### src/sv/csep_pkg.sv
package csep_pkg;

	localparam int FRAC_BITS  = 16;
	localparam int MAX_POINTS = 256;
	localparam int MEM_DEPTH  = 4 * MAX_POINTS;
	localparam int MEM_AW     = $clog2(MEM_DEPTH);
	localparam int CELL_W     = $clog2(MAX_POINTS);
	localparam int CNT_W      = $clog2(MAX_POINTS + 1);
	localparam int SPAN_W     = 32;
	localparam int D_W        = 33;
	localparam int ACC_W      = 38;
	localparam int U_W        = FRAC_BITS + 1;
	localparam int CLAMP_EXP  = 40;
	localparam int MAG_W      = CLAMP_EXP + 1;
	localparam int SAT_W      = MAG_W + 1;
	localparam int DIV_W      = MAG_W + CNT_W + FRAC_BITS + 1;
	localparam int QDEPTH     = 4;
	localparam int QAW        = $clog2(QDEPTH);
	localparam int APB_AW     = 4;

	localparam logic [1:0] REG_BC_MODE  = 2'd0;
	localparam logic [1:0] REG_N_POINTS = 2'd1;
	localparam logic [1:0] REG_X_MIN    = 2'd2;
	localparam logic [1:0] REG_X_MAX    = 2'd3;

	typedef struct packed {
		logic               bc_mode;
		logic [8:0]         n_points;
		logic signed [31:0] x_min;
		logic signed [31:0] x_max;
	} cfg_t;

	// axis geometry derived from the registers
	typedef struct packed {
		logic              periodic;
		logic              span_ok;
		logic [SPAN_W-1:0] span;
		logic [CNT_W-1:0]  cells;
	} geom_t;

	typedef enum logic [1:0] {
		K_WRITE,
		K_EVAL,
		K_REJECT
	} kind_t;

	typedef struct packed {
		kind_t                 kind;
		logic [9:0]            addr;
		logic [31:0]           wdata;
		logic signed [D_W-1:0] d;
	} item_t;

	function automatic logic [31:0] sat32(input logic signed [SAT_W-1:0] v);
		logic [31:0] r;
		if (v > $signed(SAT_W'(32'h7fff_ffff)))
			r = 32'h7fff_ffff;
		else if (v < -$signed(SAT_W'(33'h0_8000_0000)))
			r = 32'h8000_0000;
		else
			r = v[31:0];
		return r;
	endfunction

endpackage

### src/sv/csep_regs.sv
module csep_regs
	import csep_pkg::*;
(
	input  logic              clk,
	input  logic              arst_n,
	input  logic              psel,
	input  logic              penable,
	input  logic              pwrite,
	input  logic [APB_AW-1:0] paddr,
	input  logic [31:0]       pwdata,
	output logic [31:0]       prdata,
	output logic              pready,
	output cfg_t              cfg,
	output geom_t             geom
);

	cfg_t              cfg_q;
	logic              wr;
	logic signed [32:0] span_full;
	logic [31:0]       pts;

	assign wr     = psel && penable && pwrite;
	assign pready = 1'b1;

	always_ff @(posedge clk or negedge arst_n) begin
		if (!arst_n) begin
			cfg_q.bc_mode  <= 1'b0;
			cfg_q.n_points <= 9'd2;
			cfg_q.x_min    <= '0;
			cfg_q.x_max    <= 32'(1) << FRAC_BITS;
		end else if (wr) begin
			case (paddr[3:2])
				REG_BC_MODE:  cfg_q.bc_mode  <= pwdata[0];
				REG_N_POINTS: cfg_q.n_points <= pwdata[8:0];
				REG_X_MIN:    cfg_q.x_min    <= pwdata;
				REG_X_MAX:    cfg_q.x_max    <= pwdata;
				default: ;
			endcase
		end
	end

	always_comb begin
		case (paddr[3:2])
			REG_BC_MODE:  prdata = {31'b0, cfg_q.bc_mode};
			REG_N_POINTS: prdata = {23'b0, cfg_q.n_points};
			REG_X_MIN:    prdata = cfg_q.x_min;
			REG_X_MAX:    prdata = cfg_q.x_max;
			default:      prdata = '0;
		endcase
	end

	// point count clamped to the table size
	always_comb begin
		pts = {23'b0, cfg_q.n_points};
		if (pts < 32'd2)
			pts = 32'd2;
		else if (pts > 32'(MAX_POINTS))
			pts = 32'(MAX_POINTS);
		span_full     = {cfg_q.x_max[31], cfg_q.x_max} - {cfg_q.x_min[31], cfg_q.x_min};
		geom.periodic = cfg_q.bc_mode;
		geom.span_ok  = !span_full[32] && (span_full != 33'sd0);
		geom.span     = span_full[31:0];
		geom.cells    = cfg_q.bc_mode ? CNT_W'(pts) : CNT_W'(pts - 32'd1);
	end

	assign cfg = cfg_q;

endmodule

### config.mk
export PLATFORM = sky130hd
export DESIGN_NAME = csep_regs
export DESIGN_NICKNAME = d
export VERILOG_FILES = /design/src/sv/csep_pkg.sv /design/src/sv/csep_regs.sv
export SDC_FILE = /design/constraint.sdc
export NUM_CORES = 1
export LEC_CHECK = 0
export ABC_AREA = 1
export BUFFER_PORTS_ARGS = -buffer_cell sky130_fd_sc_hd__buf_2
export CAP_MARGIN = 0
export CORE_MARGIN = 2
export CORE_UTILIZATION = 48
export DETAILED_ROUTE_END_ITERATION = 8
export GPL_TIMING_DRIVEN = 0
export HOLD_SLACK_MARGIN = 0.12
export PLACE_DENSITY = 0.78
export SLEW_MARGIN = 0
export SYNTH_ARGS = -nofsm -noshare
export SYNTH_HDL_FRONTEND = slang
export SYNTH_SLANG_ARGS = --single-unit
### constraint.sdc
create_clock -name clk -period 1.89 [get_ports clk]
set_input_delay 0.0945 -clock clk [delete_from_list [all_inputs] [get_ports clk]]
set_output_delay 0.0945 -clock clk [all_outputs]
set_load 0.05 [all_outputs]
# After elaboration in Yosys (flattened, before gate mapping)
# Index checks and enable logic that the tools add are counted.
word_totals:
  inputBits: 41
  regBits: 74
classes:
  muxes: 4
  eq_ne: 3
  addsub: 2
  n_lt_le_gt_ge: 2
  reduce_logical: 10
ops:
  columns: ["op", "count"]
  rows:
  - ["one-hot mux 32 bit (4 select lines)", 1]
  - ["nonzero test 33 bit", 1]
  - ["subtractor 32 x 32 -> 33 bit", 1]
  - ["two-way mux 9 bit", 3]
  - ["greater-than comparator 9 bit (second input constant)", 1]
  - ["< comparator 9 x 2 -> 1 bit (second input constant)", 1]
  - ["subtractor 9 x 1 -> 9 bit (second input constant)", 1]
  - ["AND reduction 2 bit", 4]
  - ["== test 2 bit (second input constant)", 2]
  - ["logical AND 1 bit", 3]
  - ["== test 2 x 1 -> 1 bit (second input constant)", 1]
  - ["zero test 2 bit", 1]
  - ["zero test 1 bit", 1]

# Longest topological paths before layout
depth:
  ltp_word: 5
  ltp_mapped: 18
  mapped_depth_nobuf: 18

# Worst setup path after synthesis
# OpenSTA, ideal clock, no wires.
synth_timing:
  path_kind: "flip-flop to output port"
  from: "reg cfg_q, in the netlist cfg[0]"
  to: "out geom[41] (netlist bit)"
  stages_incl_launch_ff: 16
  slack_ns: -1.752
  arrival_time_ns: 3.548
  cell_sequence: "dfrtp_1 > inv_1 > ha_1 > fa_1 > inv_1 > nand3_1 > nand3_1 > xor2_1 > nor2_1 > nand2_1 > nor2_1 > nand2_1 > nor2_1 > nand3_1 > nor2_1 > nor2_1"
synth_rtl:
  columns: ["element", "line_no", "text"]
  rows:
  - ["start: declaration", "csep_regs.sv:17", "cfg_t cfg_q;"]
  - ["end: declaration", "csep_regs.sv:14", "output geom_t geom"]

==> flow_summary.toml <==
[routing]
drt_iter0_markers = 989
vias = 8723
ant_nets = 0
wire_per_inst_um = 20.26
first_pass_iters = 7
totalWireLength_um = 30490
vias_per_cell = 5.796
drcViolationCount = 0

[sta]
clock_skew_ns = 0
timing.fmax_ghz = 0.3445
rsz0062_at_grt = "true"
final_hold_viol_count = 0
slew_headroom = 0.5370
slew_violations = 0
period_share = 1.536
worst_pin_slew_ns = 0.6920
setup_ws_ns = -1.012
fin_crit_ns = 2.902
finalSetupTns_ns = -19.33
setup_viol = 46

[setup_path]
cp.depth = 15
cp_slowest_cell = "fa_2"
cp.arrival_ns = 2.81
path_delay_family = "simple AND/OR/NAND/NOR gates"
crit_buf_inv = 2
crit_start = "cfg[32]"
critPathCaptureType = "output pin"
rrSetupSlack_ns = 0.70
cp_cell_sequence = "ha_4 > fa_2 > buf_12 > xnor2_4 > nor3_2 > nand3_1 > nor2_2 > nand2_1 > nor2_2 > nand2_1 > nor2_2 > nand3_1 > nor2_2 > nor2_4 > buf_6"
worstPathRequired_ns = 1.80
worst-setup-path-type = "reg -> out"
r2r_start = "cfg[72]"
crit_fanout = 2
crit_path_start_kind = "flip-flop"
cp_slowest_stage_delay_ns = 0.44
crit_end = "geom[41]"
cp_common_cell = "nor2_2"
r2r_cells = 2
worstReg2RegEnd = "cfg[72]"

[clock_tree]
root_buffer = "clkbuf_16"
path_clk_slew_ns = 0.06
ctsLongestPathBuffers = 2
cts_buffers = 9
clk_latency_ns = 0.35
cts-htree-levels = 3
cts_tree = "built"
cts_sinks = 74

[grt]
overflow = 0
grt_pass1_wl_um = 40430
gr-usage-all-layers = 0.3639
grt_antenna_before_repair = 0
grt_max_degree = 57
grt_pass1_vias = 7972

[pwr]
p_int_uw = 9132
power_frac_clock = 0.084
sequentialPowerShare = 0.120
leakagePower_uw = 0.005406
swShare = 0.5667
power_frac_comb = 0.796
powerDensity_nw_per_um2 = 1946
max-vdd-ir-drop_uv = 1453
p_switching_uw = 11940

[yosys]
async_reset_ff_frac = 1.000
yosysWarnings = 0
synth_ff_type = "dfrtp_1"
syn_area_um2 = 6261
synthDistinctLibCells = 40
netlist.top_cell.by_area = "dfrtp_1"
yosysMostFrequentCell = "nand2_1"
avgSynthCellArea_um2 = 6.181
synth_nets = 1088
synth_top_area_frac = 0.2878
syn_inst = 1013
ys_seq_area_frac = 0.2962
synth_seq_cells = 74
synth_top_cells_by_count = "352 x nand2_1, 218 x inv_1, 77 x o21ai_0, 72 x dfrtp_1, 65 x nor2_1"
synth_edf_count = 0
synth_area_leaders = "dfrtp_1 29%, nand2_1 21%, inv_1 13%"

[die]
dieWidth_um = 118.2
start_util = 0.4941
fp.coreArea_um2 = 12670
ios = 191
rows = 41
die-area_um2 = 13970
fp.dieH_um = 118.2

[run_status]
status = "finished, violations left"
violations = "setup timing"

[finish]
layout.nets = 1403
fillers = 676
drive_gt1_frac = 0.5184
area_growth_pct = 72.98
largest_reg_flops = 74
diodes = 0

[placement]
pre_cts_slack_ns = -0.8356
gp_congestion = 0.9555
hpwlAfterDp_um = 17230
port_buffers = 186

[worst_hold_path]
hp-class = "in -> async"

[flow_run]
cap_violations = 0
cell families (layout without fill, tap and decap cells):
group	count (synthesis)	count (layout)	share of synthesized area
multiplexers	1	1	0.001599
other	1	1	0.0005989
adder cells (fa/ha/maj)	34	34	0.06915
AO/OA/AOI/OAI	131	131	0.1175
XOR/XNOR	11	11	0.01539
flip-flops	74	74	0.2962
AND/OR/NAND/NOR	512	512	0.3479
buffers and inverters	249	569	0.1517
metrics by stage:
stage / area, µm² / utilization / instances / hold slack (ns) / power (µW)
floorplan: 7113 / - / 1013 / -0.2011 / 11920
global placement: 8259 / 0.6518 / 1371 / 0.3175 / 14390
detailed placement: 8289 / 0.6542 / 1372 / -0.007343 / 14470
CTS: 10050 / 0.7932 / 1476 / 0.1844 / 18670
global route: 10830 / 0.8547 / 1505 / 0.2008 / 21850
finish: 10830 / 0.8547 / 1505 / 0.1788 / 21070
how the worst min path moves through the flow:
stage	start	endpoint	slack (ns)	cells after the start
final	arst_n	cfg[68]	0.18	2
after global routing	arst_n	cfg[68]	0.20	2
after CTS	arst_n	cfg[68]	0.18	2
after detailed placement	arst_n	cfg[68]	-0.007	1
after global placement	pwdata[9]	cfg[9]	0.32	3
after floorplan	arst_n	cfg[0]	-0.20	0
layer usage:
layer / up-vias / track usage / part of all wire
met5: - / 0 / 0
met4: 0 / 0.1807 / 0.076
met3: 206 / 0.06226 / 0.11
met2: 736 / 0.6145 / 0.48
met1: 4031 / 0.4475 / 0.34
li1: 3750 / - / -
power by group through the flow:
stage | sequential, µW | clock (µW) | combinational [µW]
final | 2520 | 1770 | 16800
after global routing | 2540 | 1830 | 17500
after CTS | 2450 | 1710 | 14500
after detailed placement | 2490 | 0 | 12000
after global placement | 2480 | 0 | 11900
after floorplan | 3780 | 0 | 8140
area by class of cell:
type	count	area, µm²	area share
Inverter	228	945.9	0.08734
Buffer	21	93.84	0.008664
Clock buffer	14	264.0	0.02438
Sequential cell	74	1938	0.1790
Clock inverter	2	35.03	0.003235
Tap cell	172	215.2	0.01987
Multi-Input combinational cell	690	4980	0.4598
Timing Repair Buffer	304	2359	0.2178
cells in the final DEF, fill, tap and decap left out, types with 7 or more instances in the layout:
cell type      instances
dfrtp_2               64
buf_8                 22
clkbuf_1              16
buf_4                 67
inv_2                 46
nand2_4               42
nor2_1                29
dlygate4sd3_1         36
ha_4                  32
clkbuf_16              9
o21ai_0               75
inv_4                 13
nor2_2                22
nand2_2               88
a21oi_2                7
o221ai_1               8
nand3_2               14
buf_2                148
dfrtp_1                8
o22ai_1               23
nor2_4                24
a21oi_1                8
nand3_4                9
nand4_1               14
buf_6                 33
nand3_1               16
inv_1                154
nand2_1              240
clkinvlp_4            14
what timing repair did:
item,4_1_cts,5_1_grt
endpoints found under the setup margin,40,41
gates resized for setup,198,166
hold endpoints to repair,146,0
hold buffers,36,0
pin swaps,65,102
buffers inserted,52,32
Note: power is estimated with default switching activity, not from simulation.
