**config.mk**
```make
export PLATFORM = sky130hd
export DESIGN_NAME = csep_front
export DESIGN_NICKNAME = d
export VERILOG_FILES = /design/src/sv/csep_pkg.sv /design/src/sv/csep_front.sv
export SDC_FILE = /design/constraint.sdc
export NUM_CORES = 1
export LEC_CHECK = 0
export BUFFER_PORTS_ARGS = -buffer_cell sky130_fd_sc_hd__buf_4
export CORE_MARGIN = 2
export CORE_UTILIZATION = 60
export CTS_CLUSTER_DIAMETER = 60
export DETAILED_ROUTE_END_ITERATION = 10
export PLACE_DENSITY = 0.94
export RECOVER_POWER = 50
export SLEW_MARGIN = 25
export SYNTH_ARGS = -nofsm -noshare
export SYNTH_HDL_FRONTEND = slang
export SYNTH_SLANG_ARGS = --single-unit
export TNS_END_PERCENT = 20
```
**constraint.sdc**
```tcl
create_clock -name clk -period 5.7 [get_ports clk]
set_input_delay 0.855 -clock clk [delete_from_list [all_inputs] [get_ports clk]]
set_output_delay 0.855 -clock clk [all_outputs]
set_load 0.005 [all_outputs]
```
**src/sv/csep_pkg.sv**
```systemverilog
package csep_pkg;

	localparam int FRAC_BITS  = 16;
	localparam int MAX_POINTS = 256;
	localparam int MEM_DEPTH  = 4 * MAX_POINTS;
	localparam int MEM_AW     = $clog2(MEM_DEPTH);
	localparam int CELL_W     = $clog2(MAX_POINTS);
	localparam int CNT_W      = $clog2(MAX_POINTS + 1);
	localparam int SPAN_W     = 32;
	localparam int D_W        = 33;
	localparam int ACC_W      = 38;
	localparam int U_W        = FRAC_BITS + 1;
	localparam int CLAMP_EXP  = 40;
	localparam int MAG_W      = CLAMP_EXP + 1;
	localparam int SAT_W      = MAG_W + 1;
	localparam int DIV_W      = MAG_W + CNT_W + FRAC_BITS + 1;
	localparam int QDEPTH     = 4;
	localparam int QAW        = $clog2(QDEPTH);
	localparam int APB_AW     = 4;

	localparam logic [1:0] REG_BC_MODE  = 2'd0;
	localparam logic [1:0] REG_N_POINTS = 2'd1;
	localparam logic [1:0] REG_X_MIN    = 2'd2;
	localparam logic [1:0] REG_X_MAX    = 2'd3;

	typedef struct packed {
		logic               bc_mode;
		logic [8:0]         n_points;
		logic signed [31:0] x_min;
		logic signed [31:0] x_max;
	} cfg_t;

	// axis geometry derived from the registers
	typedef struct packed {
		logic              periodic;
		logic              span_ok;
		logic [SPAN_W-1:0] span;
		logic [CNT_W-1:0]  cells;
	} geom_t;

	typedef enum logic [1:0] {
		K_WRITE,
		K_EVAL,
		K_REJECT
	} kind_t;

	typedef struct packed {
		kind_t                 kind;
		logic [9:0]            addr;
		logic [31:0]           wdata;
		logic signed [D_W-1:0] d;
	} item_t;

	function automatic logic [31:0] sat32(input logic signed [SAT_W-1:0] v);
		logic [31:0] r;
		if (v > $signed(SAT_W'(32'h7fff_ffff)))
			r = 32'h7fff_ffff;
		else if (v < -$signed(SAT_W'(33'h0_8000_0000)))
			r = 32'h8000_0000;
		else
			r = v[31:0];
		return r;
	endfunction

endpackage

```
**src/sv/csep_front.sv**
```systemverilog
module csep_front
	import csep_pkg::*;
(
	input  logic        clk,
	input  logic        arst_n,
	input  logic        start,
	output logic        busy,
	input  logic        cmd,
	input  logic [9:0]  coef_index,
	input  logic [31:0] coef_value,
	input  logic [31:0] x,
	input  cfg_t        cfg,
	input  geom_t       geom,
	input  logic        pop,
	output logic        q_valid,
	output item_t       q_item
);

	item_t          q_mem [QDEPTH];
	logic [QAW-1:0] wr_ptr_q;
	logic [QAW-1:0] rd_ptr_q;
	logic [QAW:0]   count_q;
	logic           push;
	item_t          cls;
	logic signed [D_W-1:0] d;
	logic           reject;

	// classify: range and degenerate axis are settled here
	always_comb begin
		d      = {x[31], x} - {cfg.x_min[31], cfg.x_min};
		reject = !geom.span_ok ||
			(!geom.periodic && (d[D_W-1] || ($signed({1'b0, d}) > $signed({2'b0, geom.span}))));
		cls.addr  = coef_index;
		cls.wdata = coef_value;
		cls.d     = d;
		if (!cmd)
			cls.kind = K_WRITE;
		else if (reject)
			cls.kind = K_REJECT;
		else
			cls.kind = K_EVAL;
	end

	assign busy    = count_q == (QAW+1)'(QDEPTH);
	assign push    = start && !busy;
	assign q_valid = count_q != '0;
	assign q_item  = q_mem[rd_ptr_q];

	always_ff @(posedge clk) begin
		if (push)
			q_mem[wr_ptr_q] <= cls;
	end

	always_ff @(posedge clk or negedge arst_n) begin
		if (!arst_n) begin
			wr_ptr_q <= '0;
			rd_ptr_q <= '0;
			count_q  <= '0;
		end else begin
			if (push)
				wr_ptr_q <= wr_ptr_q + 1'b1;
			if (pop)
				rd_ptr_q <= rd_ptr_q + 1'b1;
			if (push && !pop)
				count_q <= count_q + 1'b1;
			else if (pop && !push)
				count_q <= count_q - 1'b1;
		end
	end

endmodule

```
=== After elaboration in Yosys (flattened, before gate mapping) ===
Memories as Yosys holds them, arrays and structs flattened.
Index checks and enable logic that the tools add are counted.

* Flip-flop bits (word level): 7
* Memory bits (writable): 308
* Output and inout bits: 79
* Memories kept: 1
* Input bits: 196

* $add $sub $neg: 5
* Magnitude comparators: 1
* Reduce and logical (&&, ||, !) cells: 13
* Muxes and demuxes: 6
* Equal/unequal tests: 1

{| class="wikitable"
|+ Memories
! memory !! depth !! width !! read ports !! clocked after memory_dff !! write ports !! RTL line !! text
|-
| q_mem || 4 || 77 || 1 || 0 || 1 || csep_front.sv:19 || <nowiki>item_t q_mem [QDEPTH];</nowiki>
|}

{| class="wikitable"
|+ Operators by type and width
! operator !! number
|-
| $gt A33 B32 Y1 || 1
|-
| $sub A32 B32 Y33 || 1
|-
| $mux W3 || 2
|-
| $logic_not A1 Y1 || 5
|-
| $add A2 B1 Y2 const B || 2
|-
| $logic_and A1 B1 Y1 || 4
|-
| $mux W2 || 2
|-
| $add A3 B1 Y3 const B || 1
|-
| $eq A3 B3 Y1 const B || 1
|-
| $reduce_bool A3 Y1 || 1
|-
| $sub A3 B1 Y3 const B || 1
|-
| $logic_or A1 B1 Y1 || 2
|-
| $mux W1 || 2
|-
| $reduce_bool A2 Y1 || 1
|}

=== Longest topological paths before layout ===
Gate-level depths: netlist of run 1.

* Word-level depth: 7
* Gate-level depth with buffers: 21
* Gate-level depth less buffers: 21

=== Worst setup path before layout of run 1 ===
Ideal clock, no wire load.

* Kind: input to register
* From: in x[0]
* To: mem q_mem[0][76] (netlist bit) (data pin)
* Path buffers: 0
* Setup time: 282 ps
* Path slack: 1050 ps
* Stages on the path: 20
* Arrival time: 4368 ps
* Cells stage by stage: inv_1 ha_1 inv_1 fa_1 a21oi_1 o21ai_0 a21o_1 o2bb2ai_1 o41ai_2 nand2b_1 a21o_1 xor2_1 ha_1 a21o_1 a21o_1 a21o_1 a21o_1 a211o_1 o21ai_0 a31oi_1

{| class="wikitable"
|+ RTL lines
! what !! RTL line !! text
|-
| from (decl) || csep_front.sv:11 || <nowiki>input logic [31:0] x,</nowiki>
|-
| to (decl) || csep_front.sv:19 ||
|}

==> impl_results.md, run 1 <==
* R2R cell count at 4
* Final GP Congestion at 0.900
* Fin cells at 1402
* Skew-Pair Late Insertion Delay at 0.53 ns
* PortBufs at 223
* Worst-path cell with the longest stage delay: o311ai_1
* Wire per inst at 21.2 microns
* Worst Setup End Kind: flip-flop
* Clock share of power at 0.241
* Final ANT Viol Nets at 0
* Top cell family by delay on the critical path: compound AO/OA/AOI/OAI gates
* Layout cell share with drive strength beyond 1 at 0.301
* WL final at 29700 microns
* Overall Power at 7.76 mW
* Max Freq at 199 MHz
* Slew Viols, Final at 247
* Htree depth at 1
* P_sw at 2.22 mW
* Die Height at 157 microns
* Mapped Area at 0.0141 sq mm
* R2R Path Start: count_q[2]
* First-pass GRT wire length at 45200 microns
* Clock root cell: clkbuf_16
* # setup viols final at 0
* CTS Hold Bufs at 0
* Area post-placement at 0.0162 sq mm
* Yosys reg bits at 315
* Core area at 0.0233 sq mm
* Vias in the first global route at 8397
* Ant diodes at 0
* Fin util at 0.728
* Sequential-to-total area share from yosys stat at 0.668
* Post-synth EDFFs at 308
* CTS tree: built
* WP data arrival at 5.36 ns
* Mux cell area share after synthesis at 0.124
* CTS resizes at 0
* CP required at 6.03 ns
* CTS sink cnt at 315
* Clock skew at 0.00916 ns
* Final net count at 1328
* Main combinational cell family by area after synthesis: multiplexers
* FP Rows at 56
* Area Growth Syn to Fin at 20.0%
* DRC at 0
* Die Wd at 157 microns
* Clk pin slew, worst setup/hold paths at 0.06 ns
* Initial core utilization at 0.606
* RSZ-0062 raised after global routing: no
* Fin area at 0.0169 sq mm
* Int Power at 5.54 mW
* Worst path cell trace: clkbuf_4, inv_1, ha_1, nand2_1, a211oi_1, o21ai_0, o21ai_0, a31oi_1, o221ai_2, a21oi_1, o311ai_1, ha_1, a21oi_1, o21a_1, o221ai_1, a31oi_1, a21oi_1, o21ai_0, a31oi_1
* Post-DP HPWL at 20000 microns
* FFs w/ async S/R, synth at 0.0222
* FF/Latch Area at 0.00943 sq mm
* Initial antenna violation count at 0
* Area of the multi-input gates at 0.00426 sq mm
* Netlist cell types at 56
* Yosys warns at 0
* Post-Route Setup TNS at 0 ns
* Setup Buffers After CTS at 0
* Drt pass-1 iters at 8
* Final period util at 0.884
* Post-synthesis adder-cell area fraction at 0.0640
* Leak at 6.39 nW
* Max clock buf depth at 3
* Place WS at 0.222 ns
* Top_reg_cell synth: edfxtp_1
* Element type at the critical path start: input pin
* PD cells at 459 mW/mm^2
* Most frequent cells in the layout: edfxtp_1 (308), buf_4 (183), inv_1 (84)
* Post-DR vias/cell at 5.83
* Synth Instances at 821
* Final hold slack at 0.202 ns
* Syn_nets at 1088
* R2R Path End: q_mem[1][70]
* Most common cell after layout, fill and taps aside: edfxtp_1
* Syn Area/Cell at 17.2 sq um
* Crit-path max FO at 5
* Grt ovf at 0
* Combinational group share of total power at 0.317
* Failing checks: max-capacitance violations, max-slew violations
* Worst relative slew slack at -1.45
* Buf/Inv on CP at 2
* Fillers at 1433
* Post-Synth Simple-Gate Area at 0.0345
* Critical path class: input pin to flip-flop
* Sw frac at 0.286
* DP Cell Count at 1348
* Peak VDD IR at 0.276 mV
* Post-Synth XOR/XNOR Area at 0.0205
* Worst Setup Slack, final at 0.663 ns
* Final Critical Period at 5.04 ns
* Total CTS buffers at 30
* Slowest stage delay, CP at 0.64 ns
* Hold Vio Cnt, Final at 0
* Largest net degree at the start of global routing at 59
* Total Die Area at 0.0248 sq mm
* Max-cap violations at 5
* Total GRT Usage at 0.240
* Post-synthesis compound-gate area fraction at 0.0598
* DRT iter0 DRCs at 607
* Reg2Reg Setup Slack at 0.76 ns
* Routed via count at 8170
* Status: complete, but fails checks
* IO Count at 275
* Seq pwr share at 0.442
* Min-delay worst type: input pin to async pin
* Least-Margin Pin Slew at 3.68 ns
==> sequential cells by signal (all words and copies together) (netlist names) <==
name and flops:
wr_ptr_q 2, rd_ptr_q 2, q_mem 308, count_q 3
==> area by class of cell <==
| type | count | share of cell area |
|---|---|---|
| flip-flops and latches | 315 | 0.557 |
| well taps | 319 | 0.0236 |
| repair buffers | 231 | 0.0941 |
| multi-input cells | 399 | 0.251 |
| inverters | 84 | 0.0186 |
| clock inverters | 17 | 0.00813 |
| clock buffers | 37 | 0.0472 |
==> worst max path at each step <==
stage / start / end / slack [ns] / cells after the start
2_1_floorplan: x[0] / q_mem[0][76] / 1.05 / 20
3_3_place_gp: x[0] / q_mem[0][76] / 0.34 / 21
3_5_place_dp: x[0] / q_mem[0][75] / 0.22 / 22
4_1_cts: x[0] / q_mem[0][75] / 0.76 / 22
5_1_grt: cfg[36] / q_mem[0][76] / 0.27 / 19
6_report: cfg[36] / q_mem[2][76] / 0.66 / 19
==> layer usage <==
layer	global-route usage	wire, microns	vias up
met5	0	0	-
met4	0.0472	448	0
met3	0.0474	2180	40
met2	0.431	15400	351
met1	0.308	11700	4086
li1	-	-	3693
==> worst reg2reg max path, cell delays in order, from the launching register on <==
cell and delay (ns):
dfrtp_1 0.41, nor3b_1 0.17, nor2b_1 0.48, and2_0 2.73
buf_4 0.78
==> cells by family (layout without fill, tap and decap cells) <==
group | Yosys count | in the layout
fa+ha+maj | 71 | 71
simple gates | 97 | 97
xor+xnor | 33 | 33
compound gates | 120 | 120
buf+inv | 107 | 369
mux | 78 | 78
flops | 315 | 315
==> cells in the mapped netlist (all sizes together) (2+ instances only) <==
cell,number,share of area
a21oi,39,0.015
nand2,20,0.0053
xnor2,24,0.015
o41ai,2,0.0023
o211ai,3,0.0016
nor2b,6,0.0027
a21o,16,0.0085
nor4,2,0.00089
and3,4,0.0019
o21ai,24,0.0090
a211o,2,0.0012
o21a,4,0.0021
nand4,10,0.0044
nand3,7,0.0025
o221ai,2,0.0017
a31oi,6,0.0027
fa,2,0.0028
nand2b,6,0.0027
nor2,26,0.0069
clkbuf,12,0.0034
o2bb2ai,2,0.0012
dfrtp,7,0.012
mux4,77,0.12
and2,5,0.0022
a311oi,2,0.0017
o21bai,7,0.0040
ha,69,0.061
edfxtp,308,0.66
xor2,9,0.0056
a211oi,5,0.0037
nor3,6,0.0021
buf,11,0.0038
inv,84,0.022
==> power groups by stage <==
stage,clock [mW],combinational [mW],sequential (mW)
4_1_cts,1.90,2.50,3.42
3_3_place_gp,0,2.34,3.46
6_report,1.87,2.46,3.43
5_1_grt,1.98,2.65,3.49
3_5_place_dp,0,2.48,3.46
2_1_floorplan,0,1.50,3.27
(Power assumes the default switching activity.)
==> run 2: changes to the inputs <==
REMOVE_ABC_BUFFERS = 1   (was unset)
==> run 2 against run 1 <==
Effect of this change: the run still ends with max-capacitance violations, max-slew violations left; setup slack gained 0.055 ns; clock skew grew 0.0023 ns; clock-buffer cell count grew 4; total power shrank 0.45%; first-iteration DRC count shrank 11%; hold slack gained 0.0060 ns; sequential share of layout area is essentially flat; global-route usage shrank 0.089 points.
==> impl_results.md, run 2 (synthesis gave the netlist of run 1 again) <==
* Max Freq at 201 MHz (was 199 MHz)
* Failing checks: max-capacitance violations, max-slew violations (unchanged)
* Layout cell share with drive strength beyond 1 at 0.308 (was 0.301)
* CTS resizes at 0 (unchanged)
* PortBufs at 223 (unchanged)
* Htree depth at 1 (unchanged)
* Final net count at 1330 (was 1328)
* WL final at 29800 microns (was 29700 microns)
* Initial core utilization at 0.606 (unchanged)
* Min-delay worst type: input pin to async pin (unchanged)
* Largest registers: q_mem: 308 flops, count_q: 3 flops (unchanged)
* Crit-path max FO at 5 (unchanged)
* Clock share of power at 0.244 (was 0.241)
* Worst relative slew slack at -1.38 (was -1.45)
* Most frequent cells in the layout: edfxtp_1 (308), buf_4 (187), inv_1 (84) (was edfxtp_1 (308), buf_4 (183), inv_1 (84))
* CTS Hold Bufs at 0 (unchanged)
* Largest net degree at the start of global routing at 49 (was 59)
* Skew-Pair Late Insertion Delay at 0.54 ns (was 0.53 ns)
* Met2 wire length at 15400 microns (about the same)
* R2R Path End: q_mem[2][39] (was q_mem[1][70])
* Final GP Congestion at 0.939 (was 0.900)
* Drt pass-1 iters at 5 (was 8)
* Max clock buf depth at 3 (unchanged)
* Post-Route Setup TNS at 0 ns (unchanged)
* Top Layer Used: met4 (unchanged)
* FP Rows at 56 (unchanged)
* Post-DR vias/cell at 5.82 (was 5.83)
* Area Growth Syn to Fin at 20.0% (about the same)
* Least-Margin Pin Slew at 3.57 ns (was 3.68 ns)
* CP required at 6.05 ns (was 6.03 ns)
* R2R Path Start: count_q[2] (unchanged)
* DRT iter0 DRCs at 543 (was 607)
* Top reg by flops: q_mem (unchanged)
* Final Critical Period at 4.98 ns (was 5.04 ns)
* Setup Buffers After CTS at 0 (unchanged)
* Total GRT Usage at 0.239 (was 0.240)
* Sw frac at 0.288 (was 0.286)
* IO Count at 275 (unchanged)
* Post-DP HPWL at 20000 microns (about the same)
* Fillers at 1449 (was 1433)
* PD cells at 456 mW/mm^2 (was 459 mW/mm^2)
* Total CTS buffers at 31 (was 30)
* Max-cap violations at 4 (was 5)
* Total Die Area at 0.0248 sq mm (unchanged)
* Critical path class: input pin to flip-flop (unchanged)
* Die Wd at 157 microns (unchanged)
* Final period util at 0.874 (was 0.884)
* Ant diodes at 0 (unchanged)
* DRC at 0 (unchanged)
* RSZ-0062 raised after global routing: no (unchanged)
* Combinational group share of total power at 0.313 (was 0.317)
* Worst Setup End Kind: flip-flop (unchanged)
* Peak VDD IR at 0.226 mV (was 0.276 mV)
* Met1 WL at 11600 microns (was 11700 microns)
* Seq pwr share at 0.443 (was 0.442)
* Fin util at 0.728 (about the same)
* P_sw at 2.22 mW (about the same)
* Hold Vio Cnt, Final at 0 (unchanged)
* Reg2Reg Setup Slack at 0.96 ns (was 0.76 ns)
* Vias in the first global route at 8302 (was 8397)
* First-pass GRT wire length at 44900 microns (was 45200 microns)
* Wire per inst at 21.2 microns (about the same)
* Element type at the critical path start: input pin (unchanged)
* Die Height at 157 microns (unchanged)
* Core area at 0.0233 sq mm (unchanged)
* Initial antenna violation count at 0 (unchanged)
* Slew Viols, Final at 175 (was 247)
* Clock skew at 0.0115 ns (was 0.00916 ns)
* Met3 WL at 2070 microns (was 2180 microns)
* WP data arrival at 5.33 ns (was 5.36 ns)
* Grt ovf at 0 (unchanged)
* Status: complete, but fails checks (unchanged)
* Routed via count at 8174 (was 8170)
* CTS sink cnt at 315 (unchanged)
* Max reg flops at 308 (unchanged)
* Leak at 6.40 nW (was 6.39 nW)
* Most common cell after layout, fill and taps aside: edfxtp_1 (unchanged)
* # setup viols final at 0 (unchanged)
* Final ANT Viol Nets at 0 (unchanged)
* Clk pin slew, worst setup/hold paths at 0.06 ns (about the same)
* CTS tree: built (unchanged)
* R2R cell count at 4 (unchanged)
* Clock root cell: clkbuf_16 (unchanged)
* Int Power at 5.50 mW (was 5.54 mW)
-- run 2: cell type report --
cell class / count / area [sq um] / area share
clock inverters: 15 / 108 / 0.00636
inverters: 84 / 315 / 0.0186
flip-flops and latches: 315 / 9430 / 0.557
clock buffers: 41 / 833 / 0.0492
repair buffers: 232 / 1580 / 0.0933
multi-input cells: 399 / 4260 / 0.252
well taps: 319 / 399 / 0.0236
-- run 2: critical path, cell delays in order --
cell and delay, ns:
clkbuf_4 0.11, inv_1 0.05, ha_1 0.15, inv_1 0.05, fa_1 0.40, a21oi_1 0.18, o21ai_0 0.17, a21o_1 0.28
a21oi_1 0.34, o21ba_2 0.25, o21bai_1 0.07, a21oi_1 0.17, xnor2_1 0.27, ha_1 0.34, a21oi_1 0.17, o21a_1 0.15
o221ai_1 0.22, a31oi_1 0.37, a21oi_1 0.15, o21ai_0 0.24, nand3_1 0.11, nor2_1 0.22
-- run 2: worst max-delay path by stage --
stage,from,endpoint,depth (start not counted)
after floorplan,x[0],q_mem[0][76],20
after global placement,x[0],q_mem[0][75],22
after detailed placement,x[0],q_mem[0][75],22
after CTS,x[0],q_mem[0][75],22
after global routing,x[0],q_mem[0][75],22
final,x[0],q_mem[2][75],22
-- run 2: per-layer routing --
layer  vias up  global-route usage
met5         -                   0
met2       337               0.423
met3        57              0.0407
li1       3713                   -
met4         0              0.0701
met1      4067               0.307
-- run 2: through the flow --
stage	cell area [sq um]	total power, mW	setup slack [ns]	hold slack (ns)	cells
finish	16900	7.73	0.718	0.208	1405
global route	16900	8.10	0.424	0.225	1405
CTS	17100	7.80	0.758	0.103	1405
detailed placement	16200	5.90	0.249	0.487	1349
global placement	16200	5.79	0.421	0.463	1349
floorplan	14000	4.81	1.05	0.447	798
-- run 2: power groups by stage --
stage,Combinational [mW],Clock [mW],Sequential [mW]
final,2.42,1.89,3.42
after global routing,2.62,2.00,3.48
after CTS,2.47,1.92,3.41
after detailed placement,2.45,0,3.45
after global placement,2.39,0,3.40
after floorplan,1.35,0,3.46
==> run 3: changes to the inputs <==
CTS_BUF_LIST = sky130_fd_sc_hd__clkbuf_16   (was unset)
HOLD_SLACK_MARGIN = 0.1   (was unset)
PLACE_DENSITY = 0.86   (was 0.94)
==> run 3 against run 2 <==
Effect of this change: the flow still finishes with violations (max-capacitance violations, max-slew violations); clock power down 6%; setup slack better by 0.0042 ns; design area down 0.42%; cell count is 0.50% lower; total power shrank 1.5%; sequential share of layout area is 0.21 points higher; die area unchanged; global-route usage fell by 1.0 points; first-iteration DRC count is 22% higher; critical path depth decreased by 4; routed wire length down 5.5%; hold slack worse by 0.0057 ns; largest cell class unchanged; largest power group unchanged.
==> impl_results.md, run 3 (synthesis gave the netlist of run 1 again) <==
* Status: complete, but fails checks (unchanged)
* Failing checks: max-capacitance violations, max-slew violations (unchanged)
* Htree depth at 1 (unchanged)
* Ant diodes at 0 (unchanged)
* Final GP Congestion at 0.913 (was 0.939)
* Final net count at 1327 (was 1330)
* DRT iter0 DRCs at 662 (was 543)
* Hold Vio Cnt, Final at 0 (unchanged)
* Most frequent cells in the layout: edfxtp_1 (308), buf_4 (184), inv_1 (90) (was edfxtp_1 (308), buf_4 (187), inv_1 (84))
* Grt ovf at 0 (unchanged)
* Final period util at 0.873 (was 0.874)
* Worst-path cell with the longest stage delay: o311ai_1 (was fa_1)
* Clk pin slew, worst setup/hold paths at 0.07 ns (was 0.06 ns)
* Total GRT Usage at 0.229 (was 0.239)
* Vias in the first global route at 8223 (was 8302)
* Reg2Reg Setup Slack at 0.94 ns (was 0.96 ns)
* First-pass GRT wire length at 43300 microns (was 44900 microns)
* WL final at 28200 microns (was 29800 microns)
* Leak at 6.39 nW (was 6.40 nW)
* R2R Path End: q_mem[1][41] (was q_mem[2][39])
* Routed via count at 8015 (was 8174)
* Min-delay worst type: input pin to async pin (unchanged)
* Layout cell share with drive strength beyond 1 at 0.301 (was 0.308)
* Buf/Inv on CP at 1 (was 3)
* WP data arrival at 5.26 ns (was 5.33 ns)
* # setup viols final at 0 (unchanged)
* Most frequent cell on the critical path: a21oi_1 (unchanged)
* Max reg flops at 308 (unchanged)
* Drt pass-1 iters at 7 (was 5)
* Slowest stage delay, CP at 0.59 ns (was 0.40 ns)
* CTS Hold Bufs at 0 (unchanged)
* Clock skew at 0.0135 ns (was 0.0115 ns)
* Top cell family by delay on the critical path: compound AO/OA/AOI/OAI gates (unchanged)
* Setup Buffers After CTS at 0 (unchanged)
* Clock root cell: clkbuf_16 (unchanged)
* DRC at 0 (unchanged)
* Total CTS buffers at 29 (was 31)
* Post-DP HPWL at 19100 microns (was 20000 microns)
* Critical path class: input pin to flip-flop (unchanged)
* Largest registers: q_mem: 308 flops, count_q: 3 flops (unchanged)
* IO Count at 275 (unchanged)
* Peak VDD IR at 0.266 mV (was 0.226 mV)
* Die Height at 157 microns (unchanged)
* Crit-path max FO at 5 (unchanged)
* Fillers at 1487 (was 1449)
* Final ANT Viol Nets at 0 (unchanged)
* CTS resizes at 0 (unchanged)
* Top reg by flops: q_mem (unchanged)
* Overall Power at 7.61 mW (was 7.73 mW)
* RSZ-0062 raised after global routing: no (unchanged)
* Worst relative slew slack at -1.35 (was -1.38)
* Die Wd at 157 microns (unchanged)
* CTS sink cnt at 315 (unchanged)
* Worst Setup End Kind: flip-flop (unchanged)
* CP required at 5.98 ns (was 6.05 ns)
* Most common cell after layout, fill and taps aside: edfxtp_1 (unchanged)
* Core area at 0.0233 sq mm (unchanged)
* PortBufs at 223 (unchanged)
* Area Growth Syn to Fin at 19.5% (was 20.0%)
* PD cells at 452 mW/mm^2 (was 456 mW/mm^2)
* Max Freq at 201 MHz (about the same)
* Slew Viols, Final at 218 (was 175)
* Wire per inst at 20.2 microns (was 21.2 microns)
* Post-Route Setup TNS at 0 ns (unchanged)
* Skew-Pair Late Insertion Delay at 0.54 ns (about the same)
* R2R Path Start: count_q[2] (unchanged)
* Max clock buf depth at 3 (unchanged)
* Total Die Area at 0.0248 sq mm (unchanged)
* Initial core utilization at 0.606 (unchanged)
* CTS tree: built (unchanged)
* Element type at the critical path start: input pin (unchanged)
* Largest net degree at the start of global routing at 48 (was 49)
* R2R cell count at 4 (unchanged)
* FP Rows at 56 (unchanged)
* Worst path cell trace: clkbuf_4, ha_1, nand2_1, a211oi_1, o21ai_2, o21ai_2, a31oi_1, o221ai_2, a21oi_1, o311ai_1, ha_1, a21oi_1, o21a_1, o221ai_1, o21ai_0, a21oi_1, o21ai_0, a31oi_1 (was clkbuf_4, inv_1, ha_1, inv_1, fa_1, a21oi_1, o21ai_0, a21o_1, a21oi_1, o21ba_2, o21bai_1, a21oi_1, xnor2_1, ha_1, a21oi_1, o21a_1, o221ai_1, a31oi_1, a21oi_1, o21ai_0, nand3_1, nor2_1)
* Final Critical Period at 4.98 ns (about the same)
* Max-cap violations at 5 (was 4)
* Initial antenna violation count at 0 (unchanged)
* Least-Margin Pin Slew at 3.52 ns (was 3.57 ns)
* Post-DR vias/cell at 5.73 (was 5.82)
run 3: how the worst max path moves through the flow:
stage,start,to,cells after the start
after global routing,x[4],q_mem[1][76],18
after floorplan,x[0],q_mem[0][76],20
after detailed placement,x[0],q_mem[3][76],21
after CTS,x[0],q_mem[3][75],22
final,x[4],q_mem[3][76],18
after global placement,x[0],q_mem[0][76],21
run 3: power breakdown:
part | switching (mW) | total [mW] | leakage, nW | internal [mW]
registers | 0.257 | 3.41 | 2.90 | 3.15
logic | 1.13 | 2.43 | 3.03 | 1.30
clock network | 0.768 | 1.77 | 0.451 | 1.00
run 3: area by class of cell:
class | instances | area, sq um | share of cell area
flip-flops and latches | 315 | 9430 | 0.559
multi-input cells | 399 | 4260 | 0.253
repair buffers | 231 | 1590 | 0.0940
clock buffers | 29 | 726 | 0.0430
well taps | 319 | 399 | 0.0237
inverters | 84 | 315 | 0.0187
clock inverters | 21 | 143 | 0.00846
run 3: per-layer routing:
layer / vias up / routed length (microns) / track usage
met5: - / 0 / 0
li1: 3691 / - / -
met3: 47 / 1800 / 0.0344
met2: 300 / 14200 / 0.388
met1: 3977 / 11500 / 0.314
met4: 0 / 684 / 0.0654
run 3: metrics by stage:
| stage | cell area, sq um | util | cells | hold WS, ns | setup slack (ns) |
|---|---|---|---|---|---|
| finish | 16900 | 0.725 | 1398 | 0.203 | 0.722 |
| global route | 16900 | 0.725 | 1398 | 0.222 | 0.451 |
| floorplan | 14000 | - | 798 | 0.447 | 1.05 |
| global placement | 16200 | 0.695 | 1348 | 0.464 | 0.374 |
| CTS | 17000 | 0.732 | 1398 | 0.104 | 0.772 |
| detailed placement | 16200 | 0.695 | 1348 | 0.494 | 0.240 |
